===== config.mk =====
export PLATFORM = sky130hd
export DESIGN_NAME = gcsp_ram
export DESIGN_NICKNAME = d
export VERILOG_FILES = /design/src/sv/glyph_cache_shelf_packer_top_assert.svh /design/src/sv/gcsp_ram.sv
export SDC_FILE = /design/constraint.sdc
export NUM_CORES = 1
export LEC_CHECK = 0
export BUFFER_PORTS_ARGS = -buffer_cell sky130_fd_sc_hd__buf_2
export CAP_MARGIN = 20
export CORE_MARGIN = 2
export CORE_UTILIZATION = 51
export DETAILED_ROUTE_END_ITERATION = 7
export PLACE_DENSITY_LB_ADDON = 0.3
export SLEW_MARGIN = 5
export SYNTH_ARGS = -nofsm -noshare
export SYNTH_HDL_FRONTEND = slang
export SYNTH_SLANG_ARGS = --single-unit

===== constraint.sdc =====
create_clock -name clk -period 2 [get_ports clk]
set_input_delay 0.3 -clock clk [delete_from_list [all_inputs] [get_ports clk]]
set_output_delay 0.3 -clock clk [all_outputs]
set_load 0.005 [all_outputs]

===== src/sv/glyph_cache_shelf_packer_top_assert.svh =====
// Assertion macros shared by the glyph cache shelf packer RTL.
`ifndef GLYPH_CACHE_SHELF_PACKER_TOP_ASSERT_SVH
`define GLYPH_CACHE_SHELF_PACKER_TOP_ASSERT_SVH

// Same-cycle implication, clocked on clk, off during reset.
`define GCSP_ASSERT_IMP(lbl, ante, cons, msg) \
	lbl: assert property (@(posedge clk) disable iff (!arst_n) (ante) |-> (cons)) \
		else $error(msg);

// Next-cycle implication, clocked on clk, off during reset.
`define GCSP_ASSERT_NXT(lbl, ante, cons, msg) \
	lbl: assert property (@(posedge clk) disable iff (!arst_n) (ante) |=> (cons)) \
		else $error(msg);

`endif


===== src/sv/gcsp_ram.sv =====
// Generic single-port-write, single-port-read RAM with registered read data.
module gcsp_ram #(
	parameter int WIDTH = 8,
	parameter int DEPTH = 16,
	parameter int AW = (DEPTH > 1) ? $clog2(DEPTH) : 1
) (
	input  logic             clk,
	input  logic             we,
	input  logic [AW-1:0]    waddr,
	input  logic [WIDTH-1:0] wdata,
	input  logic             re,
	input  logic [AW-1:0]    raddr,
	output logic [WIDTH-1:0] rdata
);

	logic [WIDTH-1:0] mem [DEPTH];

	always_ff @(posedge clk) begin
		if (we) begin
			mem[waddr] <= wdata;
		end
		if (re) begin
			rdata <= mem[raddr];
		end
	end

endmodule


Word-level counts from Yosys, hierarchy flattened
Memories as Yosys holds them, arrays and structs flattened. A register that Yosys moved wholly into a read port is not among the register bits.
Index checks and enable logic that the tools add are counted.
{ "totals": {"regBits": 0, "ram_bits": 128, "inputBits": 19, "elab_cells": 3, "n_memories": 1} }
{ "mem_list": {"columns": ["memory", "depth", "word_bits", "rd", "rd_clocked_by_memory_dff", "wr", "line_no", "source"], "rows": [
  ["mem", 16, 8, 1, 1, 1, "gcsp_ram.sv:16", "logic [WIDTH-1:0] mem [DEPTH];"]
]} }
{ "op_classes": {"mux": 2} }
{ "op_table": {"columns": ["operator", "count"], "rows": [
  ["1-bit 2-to-1 mux", 2]
]} }

Longest topological paths before layout
Gate-level depths: netlist of run 1.
{ "depth": {"depth_word": 2, "mapped_depth": 5, "depth_no_buf": 3} }

Worst setup path after synthesis of run 1
OpenSTA, ideal clock, no wires.
{ "synth_timing": {"kind": "input -> register", "from": "input waddr[2]", "to": "memory mem[0][0] (enable)", "setup_ns": 0.383, "arrival_time_ns": 1.410, "t_required_ns": 1.617, "slack_ns": 0.207, "stages": 2, "n_path_buf": 0, "cell_sequence": "or3b_2 > nor3_1"} }
{ "synth_rtl": {"columns": ["item", "line_no", "source"], "rows": [
  ["start: declaration", "gcsp_ram.sv:9", "input logic [AW-1:0] waddr,"],
  ["end: declaration", "gcsp_ram.sv:16", null]
]} }
Straight into the memory's write port.

==> flow_summary.ini, run 1 <==
[outcome]
status = completed

[global_route]
grtUsageMet1_pct = 26.7
grt_first_pass_wirelength_mm = 15.6
met3_usage_pct = 6.68
grt.busiest_layer = met2
antenna_found_initial = 0
grt_max_degree = 17
grt_remaining_overflow = 0
grt_use_total_pct = 20.6
use_met2_pct = 32.4
grt_pass1_vias = 2619

[pwr]
total_power_mw = 6.45
leakage_nw = 2.11
ir_drop_v = 0.000690
power.density_nw_per_um2 = 1040

[sta]
period_share_pct = 77.3
setup-violations-final = 0
worst_pin_slew_ps = 465
fin_setup_tns_ps = 0
hold_violations = 0
rsz0062_at_grt = false
fin_skew_ps = 7.18
period_minus_slack_ps = 1550
relSlewSlack_pct = 69.0
drv_slew = 0
fmax_mhz = 646

[cts]
worstSkewPairLatency_ps = 520
cts.reportedPaths.clkPinSlew_ps = 60
cts_tree = done
ctsResizeCount = 0
htree_levels = 4
cts.sinks = 136
hold_buffers = 0
cts_buffers = 17
root_buffer = clkbuf_8
cts_setup_buffers = 0
clockBufferDepth = 2

[placement]
dp_hpwl_mm = 6.46
place_area_sq_um = 5650
port_buffers = 26
place_congestion = 0.813
place_inst = 401

[synthesis]
synth-edff-count = 136
ys_ff_latch = 136
synthCells = 229
synthesis.nets = 248
syn-cell-area_sq_um = 5230
synth_area_leader_cell = edfxtp_1
ys_types = 18
yosysMostFrequentCell = edfxtp_1
synth_warnings = 0
yosys-top-cells-area = edfxtp_1 (78%), mux4_2 (7.8%), mux4_1 (7.0%)
synth_top_cell_area_share_pct = 78.1
yosysSeqAreaShare_pct = 78.1
netlist_top_cells_count = edfxtp_1 (136), mux4_2 (18), a22oi_1 (16)
postSynthAreaPerCell_sq_um = 22.8
ys_async_sr_fraction_pct = 0
ys.flop_type = edfxtp_1

[drt]
drtIter0Drc = 241
via_per_inst = 5.86
dr.pass1.iters = 4
finalWirelength_mm = 10.5
ant_nets = 0
wl_per_cell_microns = 24.3
via_count = 2538
route.detailed.drc = 0

[flow_run]
max_cap_viol_count = 0

[hold_path]
min-delay-start = re
min_to = rdata[6]$_DFFE_PP_
hold_path_depth = 1
hold_class = in2reg

[floorplanning]
rows = 36
core_sq_um = 9860
start_util_pct = 53.0
die_h_microns = 105
die_area_sq_um = 11100
die_x_microns = 105
pin_count = 27

[cells_and_area]
multi_input_area_sq_um = 1060
fin_cells = 433
register_area_sq_um = 4080
fin_area_sq_um = 6200
syn_to_final_growth_pct = 18.7
final_nets = 306
drive_gt1_share_pct = 30.7
n_fill_cell = 656
n_antenna_cell = 0

[setup_path]
r2r_cells = 3
crit_type = reg2reg
cp_max_fo = 1
crit_path_end_kind = flip-flop
arrival_ps = 1800
r2r_end = rdata[4]$_DFFE_PP_
critPathLaunchType = flip-flop
regToRegSetupSlack_ps = 450
r2r_start = mem[11][4]$_DFFE_PP_
required_ps = 2250
==> where the power goes <==
group / leakage (nW) / internal [mW] / switching [mW]
combinational: 0.607 / 0.133 / 0.167
clock: 0.270 / 1.86 / 1.06
sequential: 1.24 / 3.21 / 0.0181
total: 2.11 / 5.21 / 1.24
==> how the worst max path moves through the flow <==
stage / start / end
2_1_floorplan: waddr[2] / mem[0][0]$_DFFE_PP_
3_5_place_dp: raddr[0] / rdata[4]$_DFFE_PP_
4_1_cts: mem[11][4]$_DFFE_PP_ / rdata[4]$_DFFE_PP_
6_report: mem[11][4]$_DFFE_PP_ / rdata[4]$_DFFE_PP_
3_3_place_gp: raddr[0] / rdata[4]$_DFFE_PP_
5_1_grt: mem[9][4]$_DFFE_PP_ / rdata[4]$_DFFE_PP_
==> worst max-delay path, cell delays in order, from the launching register on <==
cell	delay [ps]
edfxtp_1	370
mux4_1	490
a22oi_1	300
nand2_1	120
==> metrics by stage <==
step	hold slack (ps)	worst slack, ps	util [%]
global placement	686	47.1	57.3
detailed placement	694	57.1	57.3
floorplan	399	207	-
finish	164	453	62.9
CTS	140	422	62.9
global route	145	410	62.9
==> area by class of cell <==
cell class,instances,area share (%)
multi-input cells,83,17.0
flip-flops and latches,136,65.8
well taps,133,2.68
clock buffers,19,6.80
clock inverters,13,2.18
repair buffers,49,5.48
==> routing by layer <==
metal / wire length [microns] / up-vias
met5: 0 / -
li1: - / 1098
met3: 793 / 17
met4: 174 / 0
met2: 5310 / 115
met1: 4260 / 1308
==> placed cells by master, fill, tap and decap left out, types with 2 or more instances in the layout <==
cell,count
a22oi_1,16
clkbuf_16,16
buf_12,3
nor3_1,4
nand3b_1,2
nand2_1,9
bufinv_16,3
mux4_2,18
clkinv_2,3
clkbuf_1,2
buf_4,20
nor2_1,13
clkinv_1,6
edfxtp_1,136
nand2b_1,2
mux4_1,14
buf_2,26
==> sequential cells by signal (all words and copies together), names as in the netlist <==
register	count
mem	128
rdata	8
==> kinds of logic after synthesis <==
logic type	count (synthesis)	share of synthesized area [%]
buffers and inverters	10	1.65
multiplexers	32	14.8
flip-flops	136	78.1
AO/OA/AOI/OAI	16	2.30
AND/OR/NAND/NOR	35	3.14
Note: power is estimated with default switching activity, not from simulation.
==> inputs of run 2 (changes only) <==
Clock period 2 ns to 1.35 ns, I/O delays scaled along.
==> run 2 against run 1 <==
  * Sequential power up 48%
  * Combinational power up 56%
  * Register-to-register slack worse by 520 ps
  * Setup slack worse by 520 ps
  * The flow now finishes with violations (negative setup slack)
  * Maximum frequency up 9.3%
  * Largest cell class unchanged
  * Hold slack worse by 96 ps
  * Critical endpoint is now rdata[3]$_DFFE_PP_
==> flow_summary.ini, run 2 (synthesis gave the netlist of run 1 again) <==
[drt]
ant_nets = 0
route.detailed.drc = 0
via_count = 2475
drtIter0Drc = 190
dr.pass1.iters = 4
finalWirelength_mm = 9.83
via_per_inst = 5.68
wl_per_cell_microns = 22.6

[cells_and_area]
most-common-layout-cells = edfxtp_1 (136), mux4_2 (32), buf_2 (26)
final_common_cell = edfxtp_1
syn_to_final_growth_pct = 18.8
n_antenna_cell = 0
fin_cells = 436
final_util_pct = 63.0
reg_top3 = mem: 128 flops, rdata: 8 flops
final_nets = 310
largest_register_ffs = 128
regMostFlops = mem
drive_gt1_share_pct = 42.2
n_fill_cell = 642

[sta]
hold_violations = 0
rsz0062_at_grt = true
period_share_pct = 105
worst_pin_slew_ps = 909
drv_slew = 0
period_minus_slack_ps = 1410
fin_setup_tns_ps = -231
relSlewSlack_pct = 39.3
setup-violations-final = 8
fin_skew_ps = 6.71
layout_setup_ws_ps = -64.8
fmax_mhz = 707

[setup_path]
arrival_ps = 1670
critPathBufInv = 0
crit_type = reg2reg
critPathLaunchType = flip-flop
required_ps = 1600
cp_slowest_stage_delay_ps = 500
critical-path-top-delay-family = multiplexers
crit_path_end_kind = flip-flop
cp_max_fo = 1
crit_chain = mux4_2 > a22oi_2 > nand2_1
cp_slowest_cell = mux4_2

[cts]
worstSkewPairLatency_ps = 510
cts.sinks = 136
root_buffer = clkbuf_8
cts_tree = done
hold_buffers = 0
htree_levels = 4
cts.reportedPaths.clkPinSlew_ps = 60
cts_buffers = 17
cts_setup_buffers = 0
clockBufferDepth = 2

[floorplanning]
die_h_microns = 105
die_x_microns = 105
start_util_pct = 53.0
pin_count = 27
rows = 36
core_sq_um = 9860
die_area_sq_um = 11100

[global_route]
grt_first_pass_wirelength_mm = 15.2
grt_max_degree = 24
grt_remaining_overflow = 0
antenna_found_initial = 0
grt_pass1_vias = 2684
grt_use_total_pct = 19.5

[placement]
place_inst = 405
place_congestion = 0.732
dp_hpwl_mm = 6.37
port_buffers = 26

[outcome]
violations = negative setup slack
status = finished, violations left

[pwr]
ir_drop_v = 0.000925
leakage_nw = 2.06
power.density_nw_per_um2 = 1510

[flow_run]
max_cap_viol_count = 0

[hold_path]
hold_class = in2reg
## run 2: cell count changes in the layout (fill, tap and decap cells not counted), sizes merged
cell,change
clkinv,-2
bufinv,-2
clkinvlp,+4
buf,+4
inv,+1
clkbuf,-2
## run 2: area by class of cell
type,instances,area (sq um),area share (%)
Tap cell,133,166,2.68
Clock buffer,17,414,6.67
Clock inverter,14,130,2.09
Timing Repair Buffer,53,358,5.76
Multi-Input combinational cell,83,1060,17.1
Sequential cell,136,4080,65.7
## run 2: worst register-to-register path, cell delays in order (launching register included)
cell and delay [ps]:
edfxtp_1 380, mux4_2 500, a22oi_2 200, nand2_1 80
## run 2: through the flow
stage          setup slack (ps)  hold slack, ps  instance area [sq um]  total power, mW
6_report                  -64.8            68.0                   6210             9.40
5_1_grt                    -114            49.9                   6210             9.70
4_1_cts                   -48.3            53.8                   6210             9.47
3_5_place_dp               -376             592                   5630             5.33
3_3_place_gp               -364             578                   5630             5.31
2_1_floorplan              -119             301                   5230             5.13
## run 2: metal layers
metal  vias to the layer above  GRT usage [%]  share of wire, %
met5                         -              0                 0
met1                      1287           25.8                41
met3                        11           4.76               6.3
met2                        88           31.8                51
met4                         0           7.14               1.3
li1                       1089              -                 -
## run 2: where the power goes
part           switching, mW  total (mW)  internal (mW)  leakage [nW]
logic                  0.256       0.469          0.213         0.570
clock network           1.71        4.14           2.43         0.252
registers             0.0288        4.79           4.76          1.24
## run 2: path summary, 6_finish.rpt
| kind | slack, ps | to | cells past startpoint | start |
|---|---|---|---|---|
| max | -60 | rdata[3]$_DFFE_PP_ | 3 | mem[11][3]$_DFFE_PP_ |
| min | 70 | rdata[1]$_DFFE_PP_ | 1 | re |
| max reg2reg | -60 | rdata[3]$_DFFE_PP_ | 3 | mem[11][3]$_DFFE_PP_ |
| min reg2reg | 760 | rdata[2]$_DFFE_PP_ | 3 | mem[7][2]$_DFFE_PP_ |
## run 2: repair_timing
| action | 4_1_cts | 5_1_grt |
|---|---|---|
| pin swaps | 5 | 1 |
| endpoints found under the setup margin | 8 | 8 |
| cloned | 0 | 0 |
| hold endpoints to repair | 0 | 0 |
| resized for setup | 9 | 0 |
==> inputs of run 3 (changes only) <==
Settings changed: GPL_ROUTABILITY_DRIVEN set to 0.
Clock period 1.35 ns to 1.45 ns, I/O delays scaled along.
==> run 3 against run 2 <==
  * The run still ends with negative setup slack left
  * Die area stayed put
  * Routed wire length is 2.6% higher
  * Power is 3.8% lower
  * Critical path depth is 1 higher
  * Global-route usage is 0.61 points higher
  * Flip-flop and latch count stayed put
  * Critical path type unchanged
==> flow_summary.ini, run 3 (synthesis gave the netlist of run 1 again) <==
[cts]
cts_buffers = 17
cts_setup_buffers = 0
cts.sinks = 136
cts.reportedPaths.clkPinSlew_ps = 60
worstSkewPairLatency_ps = 510
cts_tree = done
root_buffer = clkbuf_8
htree_levels = 4
clockBufferDepth = 2

[sta]
hold_violations = 0
fin_skew_ps = 7.65
period_minus_slack_ps = 1480
hold_ws_ps = 67.4
setup-violations-final = 1
rsz0062_at_grt = true
drv_slew = 0
relSlewSlack_pct = 45.4
worst_pin_slew_ps = 817
fmax_mhz = 678
layout_setup_ws_ps = -25.0
fin_setup_tns_ps = -25.0
period_share_pct = 102

[setup_path]
required_ps = 1710
cp_slowest_cell = mux4_2
arrival_ps = 1740
critPathLaunchType = flip-flop
crit_chain = mux4_2 > a22oi_2 > buf_4 > nand2_2
crit_path_end_kind = flip-flop
crit_type = reg2reg
cp_slowest_stage_delay_ps = 500
cp_max_fo = 1

[global_route]
grt_use_total_pct = 20.1
grt_first_pass_wirelength_mm = 15.6
grt_max_degree = 21
antenna_found_initial = 0
grt_remaining_overflow = 0
grt_pass1_vias = 2658

[pwr]
p_clk_share_pct = 45.7
sw_frac_of_total_pct = 20.0
power_frac_comb_pct = 5.0
p_int_mw = 7.23
power.density_nw_per_um2 = 1440
ir_drop_v = 0.000695
pwr-share-seq_pct = 49.3
p_sw_mw = 1.81
leakage_nw = 2.11

[flow_run]
max_cap_viol_count = 0

[floorplanning]
core_sq_um = 9860
die_h_microns = 105
pin_count = 27
rows = 36
die_area_sq_um = 11100
die_x_microns = 105
start_util_pct = 53.0

[placement]
dp_hpwl_mm = 6.40
place_area_sq_um = 5690
port_buffers = 26
pre_cts_ws_ps = -343

[drt]
dr.pass1.iters = 4
route.detailed.drc = 0
finalWirelength_mm = 10.1
wl_met2_mm = 5.11
top_layer = met4
wl_met1_mm = 4.17
drtIter0Drc = 196
via_per_inst = 5.73
via_count = 2514
wl_per_cell_microns = 23.0
ant_nets = 0
wl_met3_microns = 619

[cells_and_area]
drive_gt1_share_pct = 40.2
regMostFlops = mem
final_common_cell = edfxtp_1
most-common-layout-cells = edfxtp_1 (136), mux4_2 (29), buf_2 (26), buf_4 (26), clkbuf_16 (16)
reg_top3 = mem: 128 flops, rdata: 8 flops
fin_area_sq_um = 6280
final_nets = 313
largest_register_ffs = 128
final_util_pct = 63.7
n_antenna_cell = 0
syn_to_final_growth_pct = 20.2

[outcome]
status = finished, violations left
violations = negative setup slack

[hold_path]
hold_class = in2reg
run 3: path summary, 6_finish.rpt:
path	slack [ps]	startpoint	to	cells past startpoint
setup / recovery	-30	mem[3][6]$_DFFE_PP_	rdata[6]$_DFFE_PP_	4
hold / removal	70	re	rdata[6]$_DFFE_PP_	1
setup reg to reg	-30	mem[3][6]$_DFFE_PP_	rdata[6]$_DFFE_PP_	4
hold reg to reg	760	mem[7][7]$_DFFE_PP_	rdata[7]$_DFFE_PP_	3
run 3: through the flow:
step	instances	total power [mW]
after floorplan	229	4.76
after global placement	408	4.97
after detailed placement	408	4.98
after CTS	439	9.11
after global routing	439	9.30
final	439	9.04
run 3: power by group through the flow:
stage | Clock, mW | Combinational, mW | Sequential [mW]
floorplan | 0 | 0.232 | 4.53
finish | 4.13 | 0.453 | 4.46
CTS | 4.20 | 0.458 | 4.46
global route | 4.35 | 0.491 | 4.46
detailed placement | 0 | 0.443 | 4.54
global placement | 0 | 0.433 | 4.53
run 3: critical path, delay by kind of cell (launching register included):
kind | cells | cell delay, ps
AO/OA/AOI/OAI | 1 | 170
buffers and inverters | 1 | 150
flip-flops | 1 | 350
multiplexers | 1 | 500
AND/OR/NAND/NOR | 1 | 50
run 3: timing repair:
action,4_1_cts,5_1_grt
pin swaps,0,4
hold buffers,0,0
gates resized for setup,8,3
setup endpoints to repair,6,6
run 3: area by class of cell:
type	instances	area (sq um)
fillers	654	3580
flip-flops and latches	136	4080
clock buffers	18	418
multi-input cells	83	1050
clock inverters	13	156
well taps	133	166
repair buffers	56	405
run 3: routing by layer:
layer | vias up | GRT usage (%)
li1 | 1096 | -
met1 | 1311 | 26.7
met2 | 90 | 32.1
met3 | 17 | 5.01
met4 | 0 | 8.48
met5 | - | 0
